$ cat src/fdss_pkg.sv
`timescale 1ns / 1ps

package fdss_pkg;

    localparam int unsigned NumDigits = 4;

    localparam logic [7:0] START_BYTE = 8'h58;  // 'X'
    localparam logic [7:0] END_BYTE   = 8'h59;  // 'Y'

    // frame hunter phases: 1..6 take payload, 7 waits for the end byte
    localparam logic [2:0] PH_HUNT     = 3'd0;
    localparam logic [2:0] PH_LAST_KEEP = 3'd4;
    localparam logic [2:0] PH_END      = 3'd7;

    localparam logic REQ_BYTE = 1'b0;
    localparam logic REQ_TICK = 1'b1;

    typedef logic [4:0] code_t;
    typedef code_t [NumDigits-1:0] code_arr_t;

    typedef struct packed {
        logic       en;
        logic [7:0] data;
    } byte_req_t;

    localparam logic [6:0] SHAPES [10] = '{
        7'h3F, 7'h06, 7'h5B, 7'h4F, 7'h66, 7'h6D, 7'h7D, 7'h07, 7'h7F, 7'h67
    };

    function automatic code_t code_from_byte(input logic [7:0] b);
        code_from_byte = {b[6], b[3:0]};
    endfunction

    function automatic logic [7:0] segments_for(input code_t code);
        logic [7:0] seg;
        seg = 8'h00;
        if (code[3:0] <= 4'd9)
        begin
            seg = {code[4], SHAPES[code[3:0]]};
        end
        segments_for = seg;
    endfunction

endpackage

$ cat src/fdss_framer.sv
`timescale 1ns / 1ps

module fdss_framer
    import fdss_pkg::*;
(
    input  logic      clk,
    input  logic      rst_n,
    input  byte_req_t byte_req,
    output code_arr_t digit_codes
);

    logic [2:0] phase_reg;
    logic [2:0] phase_next;
    code_arr_t  pending_reg;
    code_arr_t  digit_codes_reg;
    logic [1:0] pend_idx;
    logic       load_codes;

    assign pend_idx   = 2'(phase_reg - 3'd1);
    assign load_codes = byte_req.en && (phase_reg == PH_END) && (byte_req.data == END_BYTE);

    always_comb
    begin
        phase_next = phase_reg;
        if (byte_req.en)
        begin
            case (phase_reg)
                PH_HUNT:
                begin
                    if (byte_req.data == START_BYTE)
                    begin
                        phase_next = 3'd1;
                    end
                end
                PH_END:  phase_next = PH_HUNT;
                default: phase_next = phase_reg + 3'd1;
            endcase
        end
    end

    // staging codes: no reset, every entry rewritten before the end byte
    always_ff @(posedge clk)
    begin
        if (byte_req.en && (phase_reg != PH_HUNT) && (phase_reg <= PH_LAST_KEEP))
        begin
            pending_reg[pend_idx] <= code_from_byte(byte_req.data);
        end
    end

    always_ff @(posedge clk or negedge rst_n)
    begin
        if (!rst_n)
        begin
            phase_reg       <= PH_HUNT;
            digit_codes_reg <= {5'd4, 5'd3, 5'd2, 5'd1};
        end
        else
        begin
            phase_reg <= phase_next;
            if (load_codes)
            begin
                digit_codes_reg <= pending_reg;
            end
        end
    end

    assign digit_codes = digit_codes_reg;

    a_end_returns_to_hunt: assert property (@(posedge clk) disable iff (!rst_n)
        byte_req.en && (phase_reg == PH_END) |=> phase_reg == PH_HUNT)
        else $error("frame end did not return to hunting");

    a_codes_change_on_load: assert property (@(posedge clk) disable iff (!rst_n)
        !load_codes |=> $stable(digit_codes_reg))
        else $error("digit codes changed without a matched frame");

endmodule

$ cat src/fdss_scan.sv
`timescale 1ns / 1ps

module fdss_scan
    import fdss_pkg::*;
(
    input  logic       clk,
    input  logic       rst_n,
    input  logic       tick_en,
    input  code_arr_t  digit_codes,
    input  logic       out_stall,
    output logic       out_free,
    output logic       out_valid,
    output logic [1:0] digit_index,
    output logic [7:0] segments
);

    logic [1:0] scan_pos_reg;
    logic       out_valid_reg;
    logic [1:0] digit_index_reg;
    logic [7:0] segments_reg;

    assign out_free = !out_valid_reg || !out_stall;

    always_ff @(posedge clk or negedge rst_n)
    begin
        if (!rst_n)
        begin
            scan_pos_reg    <= 2'd0;
            out_valid_reg   <= 1'b0;
            digit_index_reg <= 2'd0;
            segments_reg    <= 8'd0;
        end
        else
        begin
            if (tick_en)
            begin
                scan_pos_reg    <= scan_pos_reg + 2'd1;
                out_valid_reg   <= 1'b1;
                digit_index_reg <= scan_pos_reg;
                segments_reg    <= segments_for(digit_codes[scan_pos_reg]);
            end
            else if (!out_stall)
            begin
                out_valid_reg <= 1'b0;
            end
        end
    end

    assign out_valid   = out_valid_reg;
    assign digit_index = digit_index_reg;
    assign segments    = segments_reg;

    a_tick_only_when_free: assert property (@(posedge clk) disable iff (!rst_n)
        tick_en |-> out_free)
        else $error("tick loaded over an unread result");

    a_scan_steps: assert property (@(posedge clk) disable iff (!rst_n)
        tick_en |=> scan_pos_reg == 2'($past(scan_pos_reg) + 2'd1))
        else $error("scan position did not advance");

endmodule

$ cat src/framed_four_digit_seven_segment_scanner.sv
// Four-digit seven-segment scanner with a framed serial loader. Each request is a
// received byte (req_type 0) or a scan tick (req_type 1). Bytes build frames of
// 'X', six payload bytes, 'Y'; a good frame loads the four digit codes from the
// first four payload bytes, a bad end byte drops it. Each tick returns the next
// digit index and its segment pattern (a..g in bits 0..6, point in bit 7); bytes
// return nothing. One request is taken every cycle while the input is not stalled: an
// input register feeds the frame hunter and the segment decode, and a result register
// drives the output, so a tick's result is loaded into the result register at the
// same edge at which the tick leaves the input register.
// Only a tick waiting behind a stalled result holds up the input.
`timescale 1ns / 1ps

module framed_four_digit_seven_segment_scanner
    import fdss_pkg::*;
(
    input  logic       clk,
    input  logic       rst_n,
    input  logic       in_valid,
    output logic       in_stall,
    input  logic       req_type,
    input  logic [7:0] rx_byte,
    output logic       out_valid,
    input  logic       out_stall,
    output logic [1:0] digit_index,
    output logic [7:0] segments
);

    logic       s1_valid_reg;
    logic       s1_type_reg;
    logic [7:0] s1_byte_reg;
    logic       s1_adv;
    logic       out_free;
    logic       tick_en;
    byte_req_t  byte_req;
    code_arr_t  digit_codes;

    assign s1_adv   = s1_valid_reg && ((s1_type_reg == REQ_BYTE) || out_free);
    assign in_stall = s1_valid_reg && !s1_adv;
    assign tick_en  = s1_adv && (s1_type_reg == REQ_TICK);

    assign byte_req.en   = s1_adv && (s1_type_reg == REQ_BYTE);
    assign byte_req.data = s1_byte_reg;

    always_ff @(posedge clk or negedge rst_n)
    begin
        if (!rst_n)
        begin
            s1_valid_reg <= 1'b0;
            s1_type_reg  <= REQ_BYTE;
            s1_byte_reg  <= 8'd0;
        end
        else
        begin
            if (in_valid && !in_stall)
            begin
                s1_valid_reg <= 1'b1;
                s1_type_reg  <= req_type;
                s1_byte_reg  <= rx_byte;
            end
            else if (s1_adv)
            begin
                s1_valid_reg <= 1'b0;
            end
        end
    end

    fdss_framer u_framer (
        .clk         (clk),
        .rst_n       (rst_n),
        .byte_req    (byte_req),
        .digit_codes (digit_codes)
    );

    fdss_scan u_scan (
        .clk         (clk),
        .rst_n       (rst_n),
        .tick_en     (tick_en),
        .digit_codes (digit_codes),
        .out_stall   (out_stall),
        .out_free    (out_free),
        .out_valid   (out_valid),
        .digit_index (digit_index),
        .segments    (segments)
    );

    // only a tick can be held back, and only by a stalled result
    a_stall_is_tick: assert property (@(posedge clk) disable iff (!rst_n)
        in_stall |-> (s1_type_reg == REQ_TICK) && out_valid && out_stall)
        else $error("input stalled without a blocked tick");

    a_result_from_tick: assert property (@(posedge clk) disable iff (!rst_n)
        $rose(out_valid) |-> $past(tick_en))
        else $error("result appeared without a tick");

endmodule

$ cat config.mk
export PLATFORM = sky130hd
export DESIGN_NAME = framed_four_digit_seven_segment_scanner
export DESIGN_NICKNAME = d
export VERILOG_FILES = /design/src/fdss_pkg.sv /design/src/fdss_framer.sv /design/src/fdss_scan.sv /design/src/framed_four_digit_seven_segment_scanner.sv
export SDC_FILE = /design/constraint.sdc
export NUM_CORES = 1
export LEC_CHECK = 0
export BUFFER_PORTS_ARGS = -buffer_cell sky130_fd_sc_hd__buf_2
export CAP_MARGIN = 20
export CORE_ASPECT_RATIO = 1.1
export CORE_MARGIN = 2
export CORE_UTILIZATION = 40
export CTS_CLUSTER_DIAMETER = 60
export DETAILED_ROUTE_END_ITERATION = 16
export PLACE_DENSITY = 0.54
export SLEW_MARGIN = 30
export SYNTH_ARGS = -nofsm -noshare
export SYNTH_HDL_FRONTEND = slang
export SYNTH_SLANG_ARGS = --single-unit
$ cat constraint.sdc
create_clock -name clk -period 3 [get_ports clk]
set_input_delay 0.6 -clock clk [delete_from_list [all_inputs] [get_ports clk]]
set_output_delay 0.6 -clock clk [all_outputs]
set_load 0.05 [all_outputs]
==> results_dict.tcl, run 1 <==
set metrics [dict create \
    status "finished clean" \
    die_w_microns 84.4 \
    fin_crit_ps 2120 \
    grt_pass1_wl_mm 7.90 \
    finalWirelength_mm 4.75 \
    final_util 0.468 \
    io_buffers 24 \
    routed_via_density 4.94 \
    synthArstFlopShare 0.697 \
    p_sw_frac 0.306 \
    synth-seq-area-share 0.619 \
    vias 1561 \
    leakage_nw 1.50 \
    grt_pass1_vias 1583 \
    synth.distinct_cells 35 \
    coreArea_sq_um 6970 \
    yosysTopAreaCell "dfrtp_1" \
    dr.pass1.iters 4 \
    maxSlewHeadroom 0.653 \
    syn_nets 220 \
    drt-initial-drc-count 74 \
    clk_path_buf_depth 2 \
    cts-root-buf "clkbuf_8" \
    p_sw_w 0.000748 \
    timing.fmax_mhz 471 \
    start_kind "flip-flop" \
    grt_max_degree 34 \
    power_w 0.00244 \
    combPwrFrac 0.188 \
    synth_flop_cell "dfrtp_1" \
    setup_viol_count_final 0 \
    drv_cap 0 \
    ios 25 \
    yosysMostFrequentCell "dfrtp_1" \
    syn_to_final_growth_pct 14.8 \
    drc 0 \
    dp_hpwl_mm 3.50 \
    critPathCaptureType "flip-flop" \
    pwr-share-seq 0.477 \
    instances_no_fill 316 \
    hp-class "in -> async" \
    grt_usage 0.135 \
    rsz0062_at_grt "no" \
    dp_cells 300 \
    worst_skew_pair.late_latency_ps 340 \
    synth_top_area_share 0.361 \
    vdd_drop_max_v 0.000292 \
    path_class "reg -> reg" \
    die_h_microns 92.4 \
    tightest_slew_ps 518 \
    cell_internal_pwr_w 0.00169 \
    ant_nets 0 \
    hold_viol_final 0 \
    path_max_fanout 7 \
    start_util 0.408 \
    grt_overflow_total 0 \
    htreeDepth 3 \
    syn-instance-count 194 \
    p_clk_frac 0.335 \
    worstPathRequired_ps 3270 \
    post_cts_buffers 0 \
    ctsResizeCount 0 \
    synthTopCellsByCount "41 x dfrtp_1, 23 x mux2_1, 20 x edfxtp_1" \
    num_antenna_cells 0 \
    setup_tns_ps 0 \
    row_count 32 \
    syn_area_sq_um 2840 \
    regToRegSetupSlack_ps 880 \
    synth_edf_count 20 \
    holdBufCountCts 0 \
    holdWs_ps 143 \
    post_drt_wl_per_cell_microns 15.0 \
    rr_worst_depth 7 \
    cts_buffers 9 \
    antenna_found_initial 0 \
    worst_ep_arrival_time_ps 2390 \
    avgSynthCellArea_sq_um 14.6 \
    skew_ps 7.15 \
    die_area_sq_um 7790 \
    ys_seq_elements 66 \
    clkTransAtPathRegs_ps 80 \
    nFillCells 643 \
    synth_warnings 0 \
    fin_crit_sh 0.708 \
    cts_tree "yes" \
    yosys-top-cells-area "dfrtp_1 36%, edfxtp_1 21%, mux2_1 9.1%, ha_1 5.7%, dfstp_2 4.6%" \
    finalNetCount 252 \
    p_per_area_nw_per_um2 748 \
    gp_congestion 0.766 \
    maxSlewViolCount 0 \
    drive_above_1_share 0.255 \
    cts.sink_count 66 \
]
[power by group through the flow]
stage                     clock (W)  sequential, W  combinational [W]
after floorplan                   0        0.00127           0.000268
after global placement            0        0.00118           0.000460
after detailed placement          0        0.00119           0.000464
after CTS                  0.000841        0.00117           0.000467
after global routing       0.000886        0.00119           0.000503
final                      0.000818        0.00116           0.000458
[layout by cell type, fill, tap and decap left out, drive strengths merged, types with 2 or more instances in the layout]
cell type,n
edfxtp,20
clkinv,2
nand2,17
mux4,5
ha,13
nand4,2
nor2b,3
dfstp,5
bufinv,2
xnor2,2
clkbuf,10
o21ai,9
inv,9
nand3,2
nor2,6
buf,26
nand2b,4
a21oi,5
mux2i,5
dfrtp,41
mux2,30
and2,4
[worst max-delay path, cell delays in order, from the launching register on]
cell and delay (ps):
dfrtp_1 530, mux4_1 670, inv_1 160, ha_1 180, nor2_1 60, o21ai_2 160, nand2_2 120, o21ai_1 150
[area by class of cell]
type                    count  area (sq um)  area share
flip-flops and latches     66          1760       0.539
multi-input cells         115          1020       0.311
repair buffers             26           135      0.0414
clock buffers              10           128      0.0391
well taps                  85           106      0.0326
clock inverters             6          90.1      0.0276
inverters                   8          30.0     0.00920
[metrics by stage]
step	setup slack (ps)	cell area, sq um
6_report	877	3260
5_1_grt	692	3260
4_1_cts	831	3260
3_5_place_dp	851	3050
3_3_place_gp	908	3050
2_1_floorplan	1130	2840
[per-layer routing]
layer | vias to the layer above | global-route usage | routed length [microns]
li1 | 753 | - | -
met1 | 767 | 0.165 | 2090
met2 | 32 | 0.220 | 2390
met3 | 9 | 0.0419 | 184
met4 | 0 | 0.0635 | 88
met5 | - | 0 | 0
[worst paths after layout]
check | from | to
worst min register to register | u_framer.pending_reg[19] | u_framer.digit_codes[19]
worst min-delay path | rst_n | u_scan.segments[7]
worst max register to register | u_scan.scan_pos_reg[0] | u_scan.segments[4]
worst max-delay path | u_scan.scan_pos_reg[0] | u_scan.segments[4]
max in group asynchronous | rst_n | u_framer.digit_codes[0]
min in group clk | u_framer.pending_reg[19] | u_framer.digit_codes[19]
[logic make-up after synthesis]
group | synth area share
AO/OA/AOI/OAI | 0.0330
XOR/XNOR | 0.00617
adder cells (fa/ha/maj) | 0.0572
buffers and inverters | 0.0238
flip-flops | 0.619
multiplexers | 0.180
AND/OR/NAND/NOR | 0.0810
No activity file was read; power rests on OpenSTA's default activity.
==> run 2: changes to the inputs <==
--- a/config.mk
+++ b/config.mk
@@ -5,6 +5,7 @@
 export SDC_FILE = /design/constraint.sdc
 export NUM_CORES = 1
 export LEC_CHECK = 0
+export ABC_AREA = 1
 export BUFFER_PORTS_ARGS = -buffer_cell sky130_fd_sc_hd__buf_2
 export CAP_MARGIN = 20
 export CORE_ASPECT_RATIO = 1.1
==> constraint.sdc (replaced) <==
create_clock -name clk -period 2.1 [get_ports clk]
set_input_delay 0.42 -clock clk [delete_from_list [all_inputs] [get_ports clk]]
set_output_delay 0.42 -clock clk [all_outputs]
set_load 0.05 [all_outputs]
==> results_dict.tcl, run 2 <==
set metrics [dict create \
    status "finished clean" \
    clk_path_buf_depth 2 \
    hold_viol_final 0 \
    synth-seq-area-share 0.578 \
    drive_above_1_share 0.213 \
    grt_max_degree 22 \
    grt_pass1_vias 2087 \
    worst_skew_pair.late_latency_ps 340 \
    num_antenna_cells 0 \
    layout_common_cells "107 x nand2_1, 41 x dfrtp_1, 32 x nand3_1" \
    ys_seq_elements 66 \
    synth_flop_cell "dfrtp_1" \
    ctsResizeCount 0 \
    drt-initial-drc-count 63 \
    dr.pass1.iters 4 \
    avgSynthCellArea_sq_um 9.91 \
    r2r-start "u_framer.phase_reg[0]" \
    die_w_microns 87.2 \
    syn_nets 333 \
    synth_edf_count 20 \
    p_per_area_nw_per_um2 1210 \
    mostFrequentLayoutCell "nand2_1" \
    hp-class "in -> async" \
    rsz0062_at_grt "no" \
    start_kind "flip-flop" \
    cts.sink_count 66 \
    setup_viol_count_final 0 \
    path_class "reg -> reg" \
    vdd_drop_max_v 0.000584 \
    tightest_slew_ps 473 \
    worst_ep_arrival_time_ps 1890 \
    drv_cap 0 \
    regToRegSetupSlack_ps 200 \
    maxSlewHeadroom 0.684 \
    finalWirelength_mm 5.75 \
    drc 0 \
    synth_warnings 0 \
    rr_worst_depth 6 \
    synth_top_area_share 0.337 \
    coreArea_sq_um 7430 \
    critPathCaptureType "flip-flop" \
    post_cts_buffers 0 \
    start_util 0.409 \
    clkTransAtPathRegs_ps 70 \
    yosysMostFrequentCell "nand2_1" \
    antenna_found_initial 0 \
    nFillCells 742 \
    multiInputGateArea_sq_um 1110 \
    grt_overflow_total 0 \
    ant_nets 0 \
    cts_buffers 9 \
    reg2reg_to "u_framer.pending_reg[6]" \
    setup_tns_ps 0 \
    syn_to_final_growth_pct 12.3 \
    fin_crit_ps 1900 \
    cts-root-buf "clkbuf_8" \
    die_h_microns 95.5 \
    routed_via_density 4.77 \
    holdBufCountCts 0 \
    finalNetCount 364 \
    synthArstFlopShare 0.697 \
    path_max_fanout 6 \
    ff_latch_area_sq_um 1760 \
    timing.fmax_mhz 526 \
    htreeDepth 3 \
    syn_area_sq_um 3040 \
    grt_usage 0.155 \
    io_buffers 24 \
    worstPathRequired_ps 2090 \
    die_area_sq_um 8320 \
    syn-instance-count 307 \
    grt_pass1_wl_mm 9.66 \
    ios 25 \
    post_drt_wl_per_cell_microns 13.4 \
    row_count 33 \
    gp_congestion 0.754 \
    yosys-top-cells-area "dfrtp_1 34%, edfxtp_1 20%, nand2_1 13%, ha_1 5.3%, nand3_1 5.3%" \
    yosysTopAreaCell "dfrtp_1" \
    holdWs_ps 38.9 \
    leakage_nw 1.69 \
    synth.distinct_cells 30 \
    vias 2053 \
    cts_tree "yes" \
    synthTopCellsByCount "107 x nand2_1, 41 x dfrtp_1, 32 x nand3_1" \
    dp_hpwl_mm 4.20 \
    skew_ps 9.70 \
    fin_crit_sh 0.905 \
    maxSlewViolCount 0 \
]
## run 2: logic make-up (layout without fill, tap and decap cells)
kind of cell / count (synthesis) / in the layout / share of synthesized area
simple gates: 170 / 170 / 0.253
flops: 66 / 66 / 0.578
buf+inv: 35 / 71 / 0.0580
compound gates: 14 / 14 / 0.0263
fa+ha+maj: 13 / 13 / 0.0535
mux: 7 / 7 / 0.0259
xor+xnor: 2 / 2 / 0.00576
## run 2: through the flow
| step | setup slack (ps) | utilization | cell area [sq um] | std cells | power (W) |
|---|---|---|---|---|---|
| 2_1_floorplan | 33.9 | - | 3040 | 307 | 0.00282 |
| 3_3_place_gp | 266 | 0.436 | 3240 | 414 | 0.00316 |
| 3_5_place_dp | 206 | 0.436 | 3240 | 414 | 0.00316 |
| 4_1_cts | 192 | 0.460 | 3420 | 430 | 0.00418 |
| 5_1_grt | 82.8 | 0.460 | 3420 | 430 | 0.00440 |
| 6_report | 200 | 0.460 | 3420 | 430 | 0.00412 |
## run 2: critical path, stage by stage, from the launching register on
cell and delay (ps):
dfrtp_1 430, inv_1 110, ha_1 220, nand2_1 130, nand2_1 100, o21bai_1 210, nor2_1 370
## run 2: per-layer routing
layer  vias to the layer above  part of all wire  GRT usage
li1                       1051                 -          -
met2                        38              0.49      0.267
met1                       952              0.45      0.180
met5                         -                 0          0
met4                         0             0.020     0.0795
met3                        12             0.034     0.0372
## run 2: report_power, final
part / switching, W / internal (W) / leakage, nW
logic: 0.00101 / 0.000403 / 0.846
registers: 0.000156 / 0.00155 / 0.753
clock network: 0.000467 / 0.000544 / 0.0941
total: 0.00163 / 0.00250 / 1.69
## run 2: layout make-up
type | instances | share of cell area
flip-flops and latches | 66 | 0.514
well taps | 87 | 0.0319
inverters | 25 | 0.0282
multi-input cells | 206 | 0.324
clock inverters | 4 | 0.0132
repair buffers | 30 | 0.0483
clock buffers | 12 | 0.0395
## run 2: worst max path at each step
stage,start,cells past startpoint,end
after global routing,u_framer.phase_reg[0],6,u_framer.pending_reg[6]
after floorplan,u_scan.out_valid,6,s1_byte_reg[1]
after CTS,u_framer.phase_reg[0],6,u_framer.pending_reg[6]
after global placement,u_framer.phase_reg[0],6,u_framer.pending_reg[9]
final,u_framer.phase_reg[0],6,u_framer.pending_reg[6]
after detailed placement,u_framer.phase_reg[0],6,u_framer.pending_reg[9]
